==> config.mk <==
export PLATFORM = sky130hd
export DESIGN_NAME = ecg_filter_decimate_heart_rate_unit
export DESIGN_NICKNAME = d
export VERILOG_FILES = /design/src/rtl/core/efdhr_pkg.sv /design/src/rtl/core/efdhr_mac.sv /design/src/rtl/core/efdhr_div.sv /design/src/rtl/core/ecg_filter_decimate_heart_rate_unit.sv
export SDC_FILE = /design/constraint.sdc
export NUM_CORES = 2
export LEC_CHECK = 0
export BUFFER_PORTS_ARGS = -buffer_cell sky130_fd_sc_hd__buf_2
export CAP_MARGIN = 20
export CORE_MARGIN = 3
export CORE_UTILIZATION = 48
export CTS_CLUSTER_DIAMETER = 100
export DETAILED_ROUTE_END_ITERATION = 8
export GPL_ROUTABILITY_DRIVEN = 0
export PLACE_DENSITY = 0.66
export SYNTH_ARGS = -nofsm -noshare
export SYNTH_HDL_FRONTEND = slang
export SYNTH_SLANG_ARGS = --single-unit
==> constraint.sdc <==
create_clock -name clk -period 13.2 [get_ports clk]
set_clock_uncertainty 0.2 [all_clocks]
set_input_delay 0.66 -clock clk [delete_from_list [all_inputs] [get_ports clk]]
set_output_delay 0.66 -clock clk [all_outputs]
set_load 0.02 [all_outputs]
==> src/rtl/core/efdhr_pkg.sv <==
package efdhr_pkg;

    // filter sample limits, counts in Q.8
    localparam logic signed [23:0] Y_MAX = 24'sh7FFFFF;
    localparam logic signed [23:0] Y_MIN = -24'sh800000;

    // accumulator width of the shared multiplier
    localparam int ACC_W = 42;
    // dividend width of the shared divider
    localparam int DVD_W = 22;

    // beats per minute x16 times one thousand
    localparam logic [DVD_W-1:0] RATE_NUM = 22'd960000;
    localparam logic [13:0] RATE_MAX = 14'd16383;
    localparam logic [15:0] DIV_TEN = 16'd10;

    // register indexes
    localparam logic [2:0] REG_B0      = 3'd0;
    localparam logic [2:0] REG_B2      = 3'd1;
    localparam logic [2:0] REG_A1      = 3'd2;
    localparam logic [2:0] REG_A2      = 3'd3;
    localparam logic [2:0] REG_THRESH  = 3'd4;
    localparam logic [2:0] REG_MIN_RR  = 3'd5;
    localparam logic [2:0] REG_ROW_OFS = 3'd6;
    localparam logic [2:0] REG_ROW_GN  = 3'd7;

    // register reset values
    localparam logic [15:0] B0_RST      = 16'd1106;
    localparam logic [15:0] B2_RST      = 16'hFBAE;
    localparam logic [15:0] A1_RST      = 16'h8864;
    localparam logic [15:0] A2_RST      = 16'd14174;
    localparam logic [15:0] THRESH_RST  = 16'd2855;
    localparam logic [15:0] MIN_RR_RST  = 16'd200;
    localparam logic [7:0]  ROW_OFS_RST = 8'd90;
    localparam logic [15:0] ROW_GN_RST  = 16'd2640;

    typedef enum logic [9:0] {
        ST_IDLE      = 10'b0000000001,
        ST_MUL_ISSUE = 10'b0000000010,
        ST_MUL_WAIT  = 10'b0000000100,
        ST_FILT      = 10'b0000001000,
        ST_CHOOSE    = 10'b0000010000,
        ST_ROW_WAIT  = 10'b0000100000,
        ST_ROW_FIN   = 10'b0001000000,
        ST_DIV1_WAIT = 10'b0010000000,
        ST_DIV2_WAIT = 10'b0100000000,
        ST_DONE      = 10'b1000000000
    } state_t;

    // command to the serial multiplier
    typedef struct packed {
        logic start;
        logic clear;
        logic neg;
        logic signed_mplier;
    } mac_cmd_t;

endpackage

==> src/rtl/core/efdhr_mac.sv <==
module efdhr_mac (
    input  logic                         clk,
    input  logic                         rst_n,
    input  efdhr_pkg::mac_cmd_t          cmd,
    input  logic [efdhr_pkg::ACC_W-1:0]  mcand,
    input  logic [15:0]                  mplier,
    output logic [efdhr_pkg::ACC_W-1:0]  acc,
    output logic                         done
);

    logic                        busy_reg;
    logic                        done_reg;
    logic [3:0]                  cnt_reg;
    logic [efdhr_pkg::ACC_W-1:0] mcand_reg;
    logic [15:0]                 mplier_reg;
    logic                        neg_reg;
    logic                        sgn_reg;
    logic [efdhr_pkg::ACC_W-1:0] acc_reg;
    logic [efdhr_pkg::ACC_W-1:0] addend;
    logic                        sub;

    // one multiplier bit per cycle, top bit weighs negative when signed
    always_comb
    begin
        addend = mplier_reg[0] ? mcand_reg : '0;
        sub = neg_reg ^ (sgn_reg && (cnt_reg == 4'd15));
    end

    // control
    always_ff @(posedge clk or negedge rst_n)
    begin
        if (!rst_n)
        begin
            busy_reg <= 1'b0;
            done_reg <= 1'b0;
            cnt_reg  <= '0;
        end
        else
        begin
            done_reg <= 1'b0;
            if (cmd.start)
            begin
                busy_reg <= 1'b1;
                cnt_reg  <= '0;
            end
            else if (busy_reg)
            begin
                cnt_reg <= cnt_reg + 4'd1;
                if (cnt_reg == 4'd15)
                begin
                    busy_reg <= 1'b0;
                    done_reg <= 1'b1;
                end
            end
        end
    end

    // datapath
    always_ff @(posedge clk)
    begin
        if (cmd.start)
        begin
            mcand_reg  <= mcand;
            mplier_reg <= mplier;
            neg_reg    <= cmd.neg;
            sgn_reg    <= cmd.signed_mplier;
            if (cmd.clear)
            begin
                acc_reg <= '0;
            end
        end
        else if (busy_reg)
        begin
            acc_reg    <= sub ? acc_reg - addend : acc_reg + addend;
            mcand_reg  <= {mcand_reg[efdhr_pkg::ACC_W-2:0], 1'b0};
            mplier_reg <= {1'b0, mplier_reg[15:1]};
        end
    end

    assign acc  = acc_reg;
    assign done = done_reg;

endmodule

==> src/rtl/core/efdhr_div.sv <==
module efdhr_div (
    input  logic                         clk,
    input  logic                         rst_n,
    input  logic                         start,
    input  logic [efdhr_pkg::DVD_W-1:0]  dividend,
    input  logic [15:0]                  divisor,
    output logic [efdhr_pkg::DVD_W-1:0]  quotient,
    output logic                         done
);

    logic                        busy_reg;
    logic                        done_reg;
    logic [4:0]                  cnt_reg;
    logic [efdhr_pkg::DVD_W-1:0] dq_reg;
    logic [15:0]                 rem_reg;
    logic [15:0]                 dvs_reg;
    logic [16:0]                 sh;
    logic [16:0]                 diff;
    logic                        ge;

    // restoring step, one quotient bit per cycle
    always_comb
    begin
        sh   = {rem_reg, dq_reg[efdhr_pkg::DVD_W-1]};
        diff = sh - {1'b0, dvs_reg};
        ge   = (sh >= {1'b0, dvs_reg});
    end

    always_ff @(posedge clk or negedge rst_n)
    begin
        if (!rst_n)
        begin
            busy_reg <= 1'b0;
            done_reg <= 1'b0;
            cnt_reg  <= '0;
        end
        else
        begin
            done_reg <= 1'b0;
            if (start)
            begin
                busy_reg <= 1'b1;
                cnt_reg  <= '0;
            end
            else if (busy_reg)
            begin
                cnt_reg <= cnt_reg + 5'd1;
                if (cnt_reg == 5'(efdhr_pkg::DVD_W - 1))
                begin
                    busy_reg <= 1'b0;
                    done_reg <= 1'b1;
                end
            end
        end
    end

    always_ff @(posedge clk)
    begin
        if (start)
        begin
            dq_reg  <= dividend;
            rem_reg <= '0;
            dvs_reg <= divisor;
        end
        else if (busy_reg)
        begin
            rem_reg <= ge ? diff[15:0] : sh[15:0];
            dq_reg  <= {dq_reg[efdhr_pkg::DVD_W-2:0], ge};
        end
    end

    assign quotient = dq_reg;
    assign done     = done_reg;

endmodule

==> src/rtl/core/ecg_filter_decimate_heart_rate_unit.sv <==
// ECG band-pass filter, window decimator and heart-rate tracker.
// Input channel: in_valid / in_stall with adc_sample, one 12-bit sample per item.
// Output channel: out_valid / out_stall with trace_value, screen_row, peak_found
// and heart_rate_x16; one item leaves for every DECIMATION samples taken in.
// Config channel: cfg_valid / cfg_ready with cfg_index and cfg_data; cfg_ready
// is always high, write only while the block is idle.
// Each sample runs four bit-serial products on one shared multiplier, each with
// its issue and wait states; in_stall stays high until the sequencer returns
// to idle, so no new sample is taken while one is being worked on.
// A sample that closes a window adds one more product for the screen row and,
// on an R peak after the first, two serial divisions (rate and divide
// by ten) before the output item is offered.
// The output register frees the output side: a new sample is accepted while a
// result waits; a second finished result waits in the block until the first
// is taken, holding in_stall high meanwhile.
// Reset clears filter history, window, peak state and the rate, and loads the
// register defaults; there is no clearing pass.
module ecg_filter_decimate_heart_rate_unit #(
    parameter int DECIMATION  = 10,
    parameter int SCREEN_ROWS = 135
) (
    input  logic               clk,
    input  logic               rst_n,
    input  logic               in_valid,
    output logic               in_stall,
    input  logic [11:0]        adc_sample,
    output logic               out_valid,
    input  logic               out_stall,
    output logic signed [23:0] trace_value,
    output logic [7:0]         screen_row,
    output logic               peak_found,
    output logic [13:0]        heart_rate_x16,
    input  logic               cfg_valid,
    output logic               cfg_ready,
    input  logic [2:0]         cfg_index,
    input  logic [15:0]        cfg_data
);

    localparam int POS_W = (DECIMATION > 1) ? $clog2(DECIMATION) : 1;
    localparam logic [POS_W-1:0] POS_LAST = POS_W'(DECIMATION - 1);
    localparam logic signed [31:0] DEC_S = 32'(DECIMATION);
    localparam logic signed [18:0] ROW_TOP = 19'(SCREEN_ROWS - 1);

    efdhr_pkg::state_t state_reg;

    // registers
    logic [15:0] b0_reg, b2_reg, a1_reg, a2_reg, thresh_reg, min_rr_reg, gain_reg;
    logic [7:0]  ofs_reg;

    // filter and window state
    logic [11:0]        x_reg, x1_reg, x2_reg;
    logic signed [23:0] y1_reg, y2_reg;
    logic [POS_W-1:0]   pos_reg;
    logic signed [23:0] low_reg, high_reg;
    logic signed [29:0] total_reg;
    logic [1:0]         term_reg;
    logic signed [23:0] chosen_reg;
    logic [15:0]        ms_reg;
    logic               seen_reg;
    logic [13:0]        rate_reg;
    logic [7:0]         row_reg;
    logic               peak_reg;

    // output register
    logic               out_valid_reg;
    logic signed [23:0] trace_value_reg;
    logic [7:0]         screen_row_reg;
    logic               peak_found_reg;
    logic [13:0]        rate_out_reg;

    // shared units
    efdhr_pkg::mac_cmd_t            mac_cmd;
    logic [efdhr_pkg::ACC_W-1:0]    mac_mcand;
    logic [15:0]                    mac_mplier;
    logic [efdhr_pkg::ACC_W-1:0]    mac_acc;
    logic                           mac_done;
    logic                           div_start;
    logic [efdhr_pkg::DVD_W-1:0]    div_dividend;
    logic [15:0]                    div_divisor;
    logic [efdhr_pkg::DVD_W-1:0]    div_q;
    logic                           div_done;

    logic signed [efdhr_pkg::ACC_W-1:0] acc_rnd;
    logic signed [27:0]                 y_wide;
    logic signed [23:0]                 y_c;
    logic signed [24:0]                 hl_sum;
    logic signed [31:0]                 cmp_lhs;
    logic signed [31:0]                 cmp_rhs;
    logic signed [23:0]                 chosen_c;
    logic signed [efdhr_pkg::ACC_W-1:0] prod_adj;
    logic signed [17:0]                 t_c;
    logic signed [18:0]                 row_wide;
    logic [7:0]                         row_c;
    logic                               peak_c;
    logic [efdhr_pkg::DVD_W-1:0]        rate_sum;
    logic                               out_free;

    efdhr_mac u_mac (
        .clk    (clk),
        .rst_n  (rst_n),
        .cmd    (mac_cmd),
        .mcand  (mac_mcand),
        .mplier (mac_mplier),
        .acc    (mac_acc),
        .done   (mac_done)
    );

    efdhr_div u_div (
        .clk      (clk),
        .rst_n    (rst_n),
        .start    (div_start),
        .dividend (div_dividend),
        .divisor  (div_divisor),
        .quotient (div_q),
        .done     (div_done)
    );

    // filter output: round half up, shift, saturate
    always_comb
    begin
        acc_rnd = $signed(mac_acc) + 42'sd8192;
        y_wide  = 28'(acc_rnd >>> 14);
        if (y_wide > 28'(efdhr_pkg::Y_MAX))
        begin
            y_c = efdhr_pkg::Y_MAX;
        end
        else if (y_wide < 28'(efdhr_pkg::Y_MIN))
        begin
            y_c = efdhr_pkg::Y_MIN;
        end
        else
        begin
            y_c = y_wide[23:0];
        end
    end

    // extreme farther from the average, tie picks the minimum
    always_comb
    begin
        hl_sum   = 25'(low_reg) + 25'(high_reg);
        cmp_lhs  = 32'(32'(hl_sum) * DEC_S);
        cmp_rhs  = 32'(total_reg) <<< 1;
        chosen_c = (cmp_lhs > cmp_rhs) ? high_reg : low_reg;
    end

    // screen row, product truncated toward zero
    always_comb
    begin
        prod_adj = $signed(mac_acc);
        if (mac_acc[efdhr_pkg::ACC_W-1])
        begin
            prod_adj = $signed(mac_acc) + 42'sd16777215;
        end
        t_c      = 18'(prod_adj >>> 24);
        row_wide = $signed({11'b0, ofs_reg}) - 19'(t_c);
        if (row_wide < 19'sd0)
        begin
            row_c = 8'd0;
        end
        else if (row_wide > ROW_TOP)
        begin
            row_c = 8'(ROW_TOP);
        end
        else
        begin
            row_c = row_wide[7:0];
        end
    end

    // peak test
    always_comb
    begin
        peak_c = (chosen_reg > $signed({thresh_reg, 8'b0}))
                 && (!seen_reg || (ms_reg > min_rr_reg));
    end

    // rate blend
    always_comb
    begin
        rate_sum = 22'(rate_reg) * 22'd7 + div_q * 22'd3 + 22'd5;
    end

    // multiplier operand select
    always_comb
    begin
        mac_cmd    = '0;
        mac_mcand  = '0;
        mac_mplier = '0;
        if (state_reg == efdhr_pkg::ST_MUL_ISSUE)
        begin
            mac_cmd.start         = 1'b1;
            mac_cmd.signed_mplier = 1'b1;
            mac_cmd.clear         = (term_reg == 2'd0);
            case (term_reg)
                2'd0:
                begin
                    mac_mcand  = {30'b0, x_reg} << 8;
                    mac_mplier = b0_reg;
                end
                2'd1:
                begin
                    mac_mcand  = {30'b0, x2_reg} << 8;
                    mac_mplier = b2_reg;
                end
                2'd2:
                begin
                    mac_mcand   = 42'(y1_reg);
                    mac_mplier  = a1_reg;
                    mac_cmd.neg = 1'b1;
                end
                default:
                begin
                    mac_mcand   = 42'(y2_reg);
                    mac_mplier  = a2_reg;
                    mac_cmd.neg = 1'b1;
                end
            endcase
        end
        else if (state_reg == efdhr_pkg::ST_CHOOSE)
        begin
            mac_cmd.start = 1'b1;
            mac_cmd.clear = 1'b1;
            mac_mcand     = 42'(chosen_c);
            mac_mplier    = gain_reg;
        end
    end

    // divider operand select
    always_comb
    begin
        div_start    = 1'b0;
        div_dividend = efdhr_pkg::RATE_NUM;
        div_divisor  = (ms_reg == 16'd0) ? 16'd1 : ms_reg;
        if (state_reg == efdhr_pkg::ST_ROW_FIN)
        begin
            div_start = peak_c && seen_reg;
        end
        else if (state_reg == efdhr_pkg::ST_DIV1_WAIT)
        begin
            div_start    = div_done;
            div_dividend = rate_sum;
            div_divisor  = efdhr_pkg::DIV_TEN;
        end
    end

    assign out_free = !out_valid_reg || !out_stall;

    // configuration registers
    always_ff @(posedge clk or negedge rst_n)
    begin
        if (!rst_n)
        begin
            b0_reg     <= efdhr_pkg::B0_RST;
            b2_reg     <= efdhr_pkg::B2_RST;
            a1_reg     <= efdhr_pkg::A1_RST;
            a2_reg     <= efdhr_pkg::A2_RST;
            thresh_reg <= efdhr_pkg::THRESH_RST;
            min_rr_reg <= efdhr_pkg::MIN_RR_RST;
            ofs_reg    <= efdhr_pkg::ROW_OFS_RST;
            gain_reg   <= efdhr_pkg::ROW_GN_RST;
        end
        else if (cfg_valid)
        begin
            case (cfg_index)
                efdhr_pkg::REG_B0:      b0_reg     <= cfg_data;
                efdhr_pkg::REG_B2:      b2_reg     <= cfg_data;
                efdhr_pkg::REG_A1:      a1_reg     <= cfg_data;
                efdhr_pkg::REG_A2:      a2_reg     <= cfg_data;
                efdhr_pkg::REG_THRESH:  thresh_reg <= cfg_data;
                efdhr_pkg::REG_MIN_RR:  min_rr_reg <= cfg_data;
                efdhr_pkg::REG_ROW_OFS: ofs_reg    <= cfg_data[7:0];
                default:                gain_reg   <= cfg_data;
            endcase
        end
    end

    // sequencer and state
    always_ff @(posedge clk or negedge rst_n)
    begin
        if (!rst_n)
        begin
            state_reg     <= efdhr_pkg::ST_IDLE;
            x1_reg        <= '0;
            x2_reg        <= '0;
            y1_reg        <= '0;
            y2_reg        <= '0;
            pos_reg       <= '0;
            low_reg       <= efdhr_pkg::Y_MAX;
            high_reg      <= efdhr_pkg::Y_MIN;
            total_reg     <= '0;
            term_reg      <= '0;
            ms_reg        <= '0;
            seen_reg      <= 1'b0;
            rate_reg      <= '0;
            peak_reg      <= 1'b0;
            out_valid_reg <= 1'b0;
        end
        else
        begin
            // output valid: load a finished item or retire a taken one
            if ((state_reg == efdhr_pkg::ST_DONE) && out_free)
            begin
                out_valid_reg <= 1'b1;
            end
            else if (out_valid_reg && !out_stall)
            begin
                out_valid_reg <= 1'b0;
            end
            case (state_reg)
                efdhr_pkg::ST_IDLE:
                begin
                    if (in_valid)
                    begin
                        if (ms_reg != 16'hFFFF)
                        begin
                            ms_reg <= ms_reg + 16'd1;
                        end
                        term_reg  <= '0;
                        state_reg <= efdhr_pkg::ST_MUL_ISSUE;
                    end
                end
                efdhr_pkg::ST_MUL_ISSUE:
                begin
                    state_reg <= efdhr_pkg::ST_MUL_WAIT;
                end
                efdhr_pkg::ST_MUL_WAIT:
                begin
                    if (mac_done)
                    begin
                        term_reg <= term_reg + 2'd1;
                        if (term_reg == 2'd3)
                        begin
                            state_reg <= efdhr_pkg::ST_FILT;
                        end
                        else
                        begin
                            state_reg <= efdhr_pkg::ST_MUL_ISSUE;
                        end
                    end
                end
                efdhr_pkg::ST_FILT:
                begin
                    x2_reg    <= x1_reg;
                    x1_reg    <= x_reg;
                    y2_reg    <= y1_reg;
                    y1_reg    <= y_c;
                    if (y_c < low_reg)
                    begin
                        low_reg <= y_c;
                    end
                    if (y_c > high_reg)
                    begin
                        high_reg <= y_c;
                    end
                    total_reg <= total_reg + 30'(y_c);
                    if (pos_reg == POS_LAST)
                    begin
                        pos_reg   <= '0;
                        state_reg <= efdhr_pkg::ST_CHOOSE;
                    end
                    else
                    begin
                        pos_reg   <= pos_reg + POS_W'(1);
                        state_reg <= efdhr_pkg::ST_IDLE;
                    end
                end
                efdhr_pkg::ST_CHOOSE:
                begin
                    low_reg   <= efdhr_pkg::Y_MAX;
                    high_reg  <= efdhr_pkg::Y_MIN;
                    total_reg <= '0;
                    state_reg <= efdhr_pkg::ST_ROW_WAIT;
                end
                efdhr_pkg::ST_ROW_WAIT:
                begin
                    if (mac_done)
                    begin
                        state_reg <= efdhr_pkg::ST_ROW_FIN;
                    end
                end
                efdhr_pkg::ST_ROW_FIN:
                begin
                    peak_reg <= peak_c;
                    if (peak_c)
                    begin
                        seen_reg <= 1'b1;
                        ms_reg   <= '0;
                    end
                    if (peak_c && seen_reg)
                    begin
                        state_reg <= efdhr_pkg::ST_DIV1_WAIT;
                    end
                    else
                    begin
                        state_reg <= efdhr_pkg::ST_DONE;
                    end
                end
                efdhr_pkg::ST_DIV1_WAIT:
                begin
                    if (div_done)
                    begin
                        state_reg <= efdhr_pkg::ST_DIV2_WAIT;
                    end
                end
                efdhr_pkg::ST_DIV2_WAIT:
                begin
                    if (div_done)
                    begin
                        if (div_q > 22'(efdhr_pkg::RATE_MAX))
                        begin
                            rate_reg <= efdhr_pkg::RATE_MAX;
                        end
                        else
                        begin
                            rate_reg <= div_q[13:0];
                        end
                        state_reg <= efdhr_pkg::ST_DONE;
                    end
                end
                efdhr_pkg::ST_DONE:
                begin
                    if (out_free)
                    begin
                        state_reg <= efdhr_pkg::ST_IDLE;
                    end
                end
                default:
                begin
                    state_reg <= efdhr_pkg::ST_IDLE;
                end
            endcase
        end
    end

    // payload registers
    always_ff @(posedge clk)
    begin
        if ((state_reg == efdhr_pkg::ST_IDLE) && in_valid)
        begin
            x_reg <= adc_sample;
        end
        if (state_reg == efdhr_pkg::ST_CHOOSE)
        begin
            chosen_reg <= chosen_c;
        end
        if (state_reg == efdhr_pkg::ST_ROW_FIN)
        begin
            row_reg <= row_c;
        end
        if ((state_reg == efdhr_pkg::ST_DONE) && out_free)
        begin
            trace_value_reg <= chosen_reg;
            screen_row_reg  <= row_reg;
            peak_found_reg  <= peak_reg;
            rate_out_reg    <= rate_reg;
        end
    end

    assign in_stall       = (state_reg != efdhr_pkg::ST_IDLE);
    assign cfg_ready      = 1'b1;
    assign out_valid      = out_valid_reg;
    assign trace_value    = trace_value_reg;
    assign screen_row     = screen_row_reg;
    assign peak_found     = peak_found_reg;
    assign heart_rate_x16 = rate_out_reg;

endmodule

==> impl_metrics.tcl <==
set metrics [dict create \
    antenna_found_initial 2 \
    routed_via_density 5.811 \
    met3_usage_pct 4.282 \
    final_util_pct 53.92 \
    drt_iter0_drc 2240 \
    yosys.area_share.simple_pct 15.61 \
    status "finished clean" \
    placed_cell_area_um2 39520 \
    root_buffer "clkbuf_16" \
    worstPathRequired_ps 13370 \
    dr.pass1.iters 8 \
    holdWs_ps 34.87 \
    synth_edf_count 231 \
    setup_viol_count_final 0 \
    rsz0062_at_grt "no" \
    vias 29470 \
    wl_um 98440 \
    synth_nets 4350 \
    clkSinkCount 579 \
    vdd_drop_max_uv 127.1 \
    final_common_cell "nand2_1" \
    p_total_mw 8.022 \
    worst_setup_path_end_kind "register" \
    post_cts_buffers 0 \
    fin_crit_sh_pct 65.46 \
    met1_usage_pct 33.08 \
    synth_top_family_by_area "simple AND/OR/NAND/NOR gates" \
    drc 0 \
    finalNetCount 4403 \
    max_freq_mhz 115.7 \
    dp.final_hpwl_um 70290 \
    grt.total_usage_pct 23.86 \
    dieArea_um2 82500 \
    drv_slew 0 \
    core_area_um2 77850 \
    ys_warn_count 0 \
    ys_ff_latch 579 \
    powerDensity_nw_per_um2 191.1 \
    cts_resized 0 \
    wl_per_cell_um 19.41 \
    crit_slowest_cell "dfstp_2" \
    io_buffers 84 \
    synth_cell_types 95 \
    cts_inserted_buffers 69 \
    slew_headroom_pct 24.74 \
    synthAdderAreaFrac_pct 13.88 \
    max-cap-violations 0 \
    fill_cells 6986 \
    crit_arrival_ps 8810 \
    dieWidth_um 287.2 \
    start_util_pct 48.77 \
    worst_slew_pin_slew_ps 1128 \
    grt_pass1_wl_um 157800 \
    cts_tree "done" \
    antenna_left 0 \
    synth_area_um2 37970 \
    yosys.area_share.xor_xnor_pct 5.118 \
    most-common-layout-cells "473 x nand2_1, 355 x nor2_1, 345 x ha_1" \
    hold_class "primary input to register" \
    grt_busiest_layer "met2" \
    finalInstanceArea_um2 41980 \
    grt_pass1_vias 28602 \
    die_h_um 287.2 \
    seq_area_frac_synth_pct 41.24 \
    htreeDepth 3 \
    overflow 0 \
    crit_fanout 45 \
    synth_compound_area_share_pct 15.31 \
    diodes 0 \
    finalSetupTns_ps 0 \
    cts_buffer_depth 3 \
    muxShareOfSynthArea_pct 4.914 \
    grt_max_degree 155 \
    startpoint_type "register" \
    use_met2_pct 37.91 \
    p_leak_nw 18.77 \
    async_reset_ff_share_pct 57.34 \
    rows 102 \
    critical_path_class "register to register" \
    path_clk_slew_ps 60 \
    clk_latency_ps 630 \
    area_delta_synth_final_pct 10.57 \
    max_stage_delay_ps 550 \
    drive_above_1_share_pct 11.66 \
    num_io_pins 86 \
    hold_viol_final 0 \
    synthFlopType "dfrtp_1" \
    syn_area_per_cell_um2 9.683 \
    post-route-min-period_ps 8640 \
    synth_cells 3921 \
]
==> cell usage after synthesis, drive strengths merged, types with 24 or more instances <==
cell    count  share of area (%)
a211oi     29               0.59
a21o       93                1.8
a21oi     208                2.7
a221o      25               0.66
a222oi     28               0.74
a31oi      24               0.40
and2       28               0.46
buf        24               0.32
clkbuf    128                1.3
dfrtp     258                 17
dfstp      74                5.1
edfxtp    231                 18
fa         47                2.5
ha        346                 11
inv       235                2.3
mux2      112                3.3
mux2i      60                1.6
nand2     474                4.7
nand2b     33               0.54
nand3      90                1.2
nand4      55               0.96
nor2      358                3.5
nor2b      34               0.56
nor3       64               0.84
nor4       26               0.44
o21a       47               0.93
o21ai     236                3.1
o31ai      24               0.47
or3        30               0.49
xnor2     124                2.9
xor2       97                2.2
==> report_power, final <==
part	leakage [nW]	internal (mW)	total, mW	switching (mW)
Sequential	6.63	2.32	2.66	0.339
Clock	1.12	1.11	1.94	0.830
Combinational	11.0	1.39	3.42	2.04
==> cells by family (layout without fill, tap and decap cells) <==
family | after synthesis | count (layout)
simple gates | 1285 | 1285
mux | 172 | 172
flops | 579 | 579
buf+inv | 387 | 497
xor+xnor | 221 | 221
compound gates | 883 | 883
fa+ha+maj | 393 | 393
other cells | 1 | 1
==> per-stage QoR <==
step                setup slack [ps]  instances
floorplan                       5397       3921
detailed placement              4715       4928
finish                          4560       5071
global route                    3848       5071
global placement                4972       4928
CTS                             4672       5066
==> layer usage <==
layer / vias up / routed length [um]
met1: 14298 / 44350
li1: 14204 / -
met3: 177 / 6004
met5: - / 0
met2: 791 / 44880
met4: 0 / 3199
==> worst max-delay path, delay by kind of cell (launching register included) <==
family	cells	cell delay (ps)
AOI/OAI and AO/OA	17	3570
and+or+nand+nor	6	1190
buffers and inverters	3	790
muxes	1	170
xor gates and xnor gates	2	340
DFF	1	550
adders and majority gates	5	1570
==> final timing paths <==
kind,startpoint,end,slack [ps],cells past startpoint
max,low_reg[0]$_DFFE_PN1P_,u_mac.mcand_reg[25]$_DFFE_PP_,4560,34
min,adc_sample[9],x_reg[9]$_DFFE_PP_,30,1
max reg2reg,low_reg[0]$_DFFE_PN1P_,u_mac.mcand_reg[25]$_DFFE_PP_,4560,34
min reg2reg,row_reg[2]$_SDFFCE_PN0P_,screen_row[2]$_DFFE_PP_,220,0
max in group asynchronous,rst_n,y2_reg[17]$_DFFE_PN0N_,10760,3
min in group asynchronous,rst_n,u_div.cnt_reg[2]$_DFFE_PN0P_,490,2
==> area by class of cell <==
cell class | instances | area [um2] | area share, %
repair buffers | 134 | 857.1 | 2.042
clock buffers | 89 | 1914 | 4.561
multi-input cells | 2955 | 20970 | 49.96
well taps | 1040 | 1301 | 3.100
clock inverters | 39 | 391.6 | 0.9330
flip-flops and latches | 579 | 15660 | 37.30
inverters | 235 | 883.3 | 2.104
==> what timing repair did <==
item	in CTS	in global routing
endpoints found under the setup margin	0	0
hold endpoints to repair	86	0
hold buffers	10	0
Note: power is estimated with default switching activity, not from simulation.
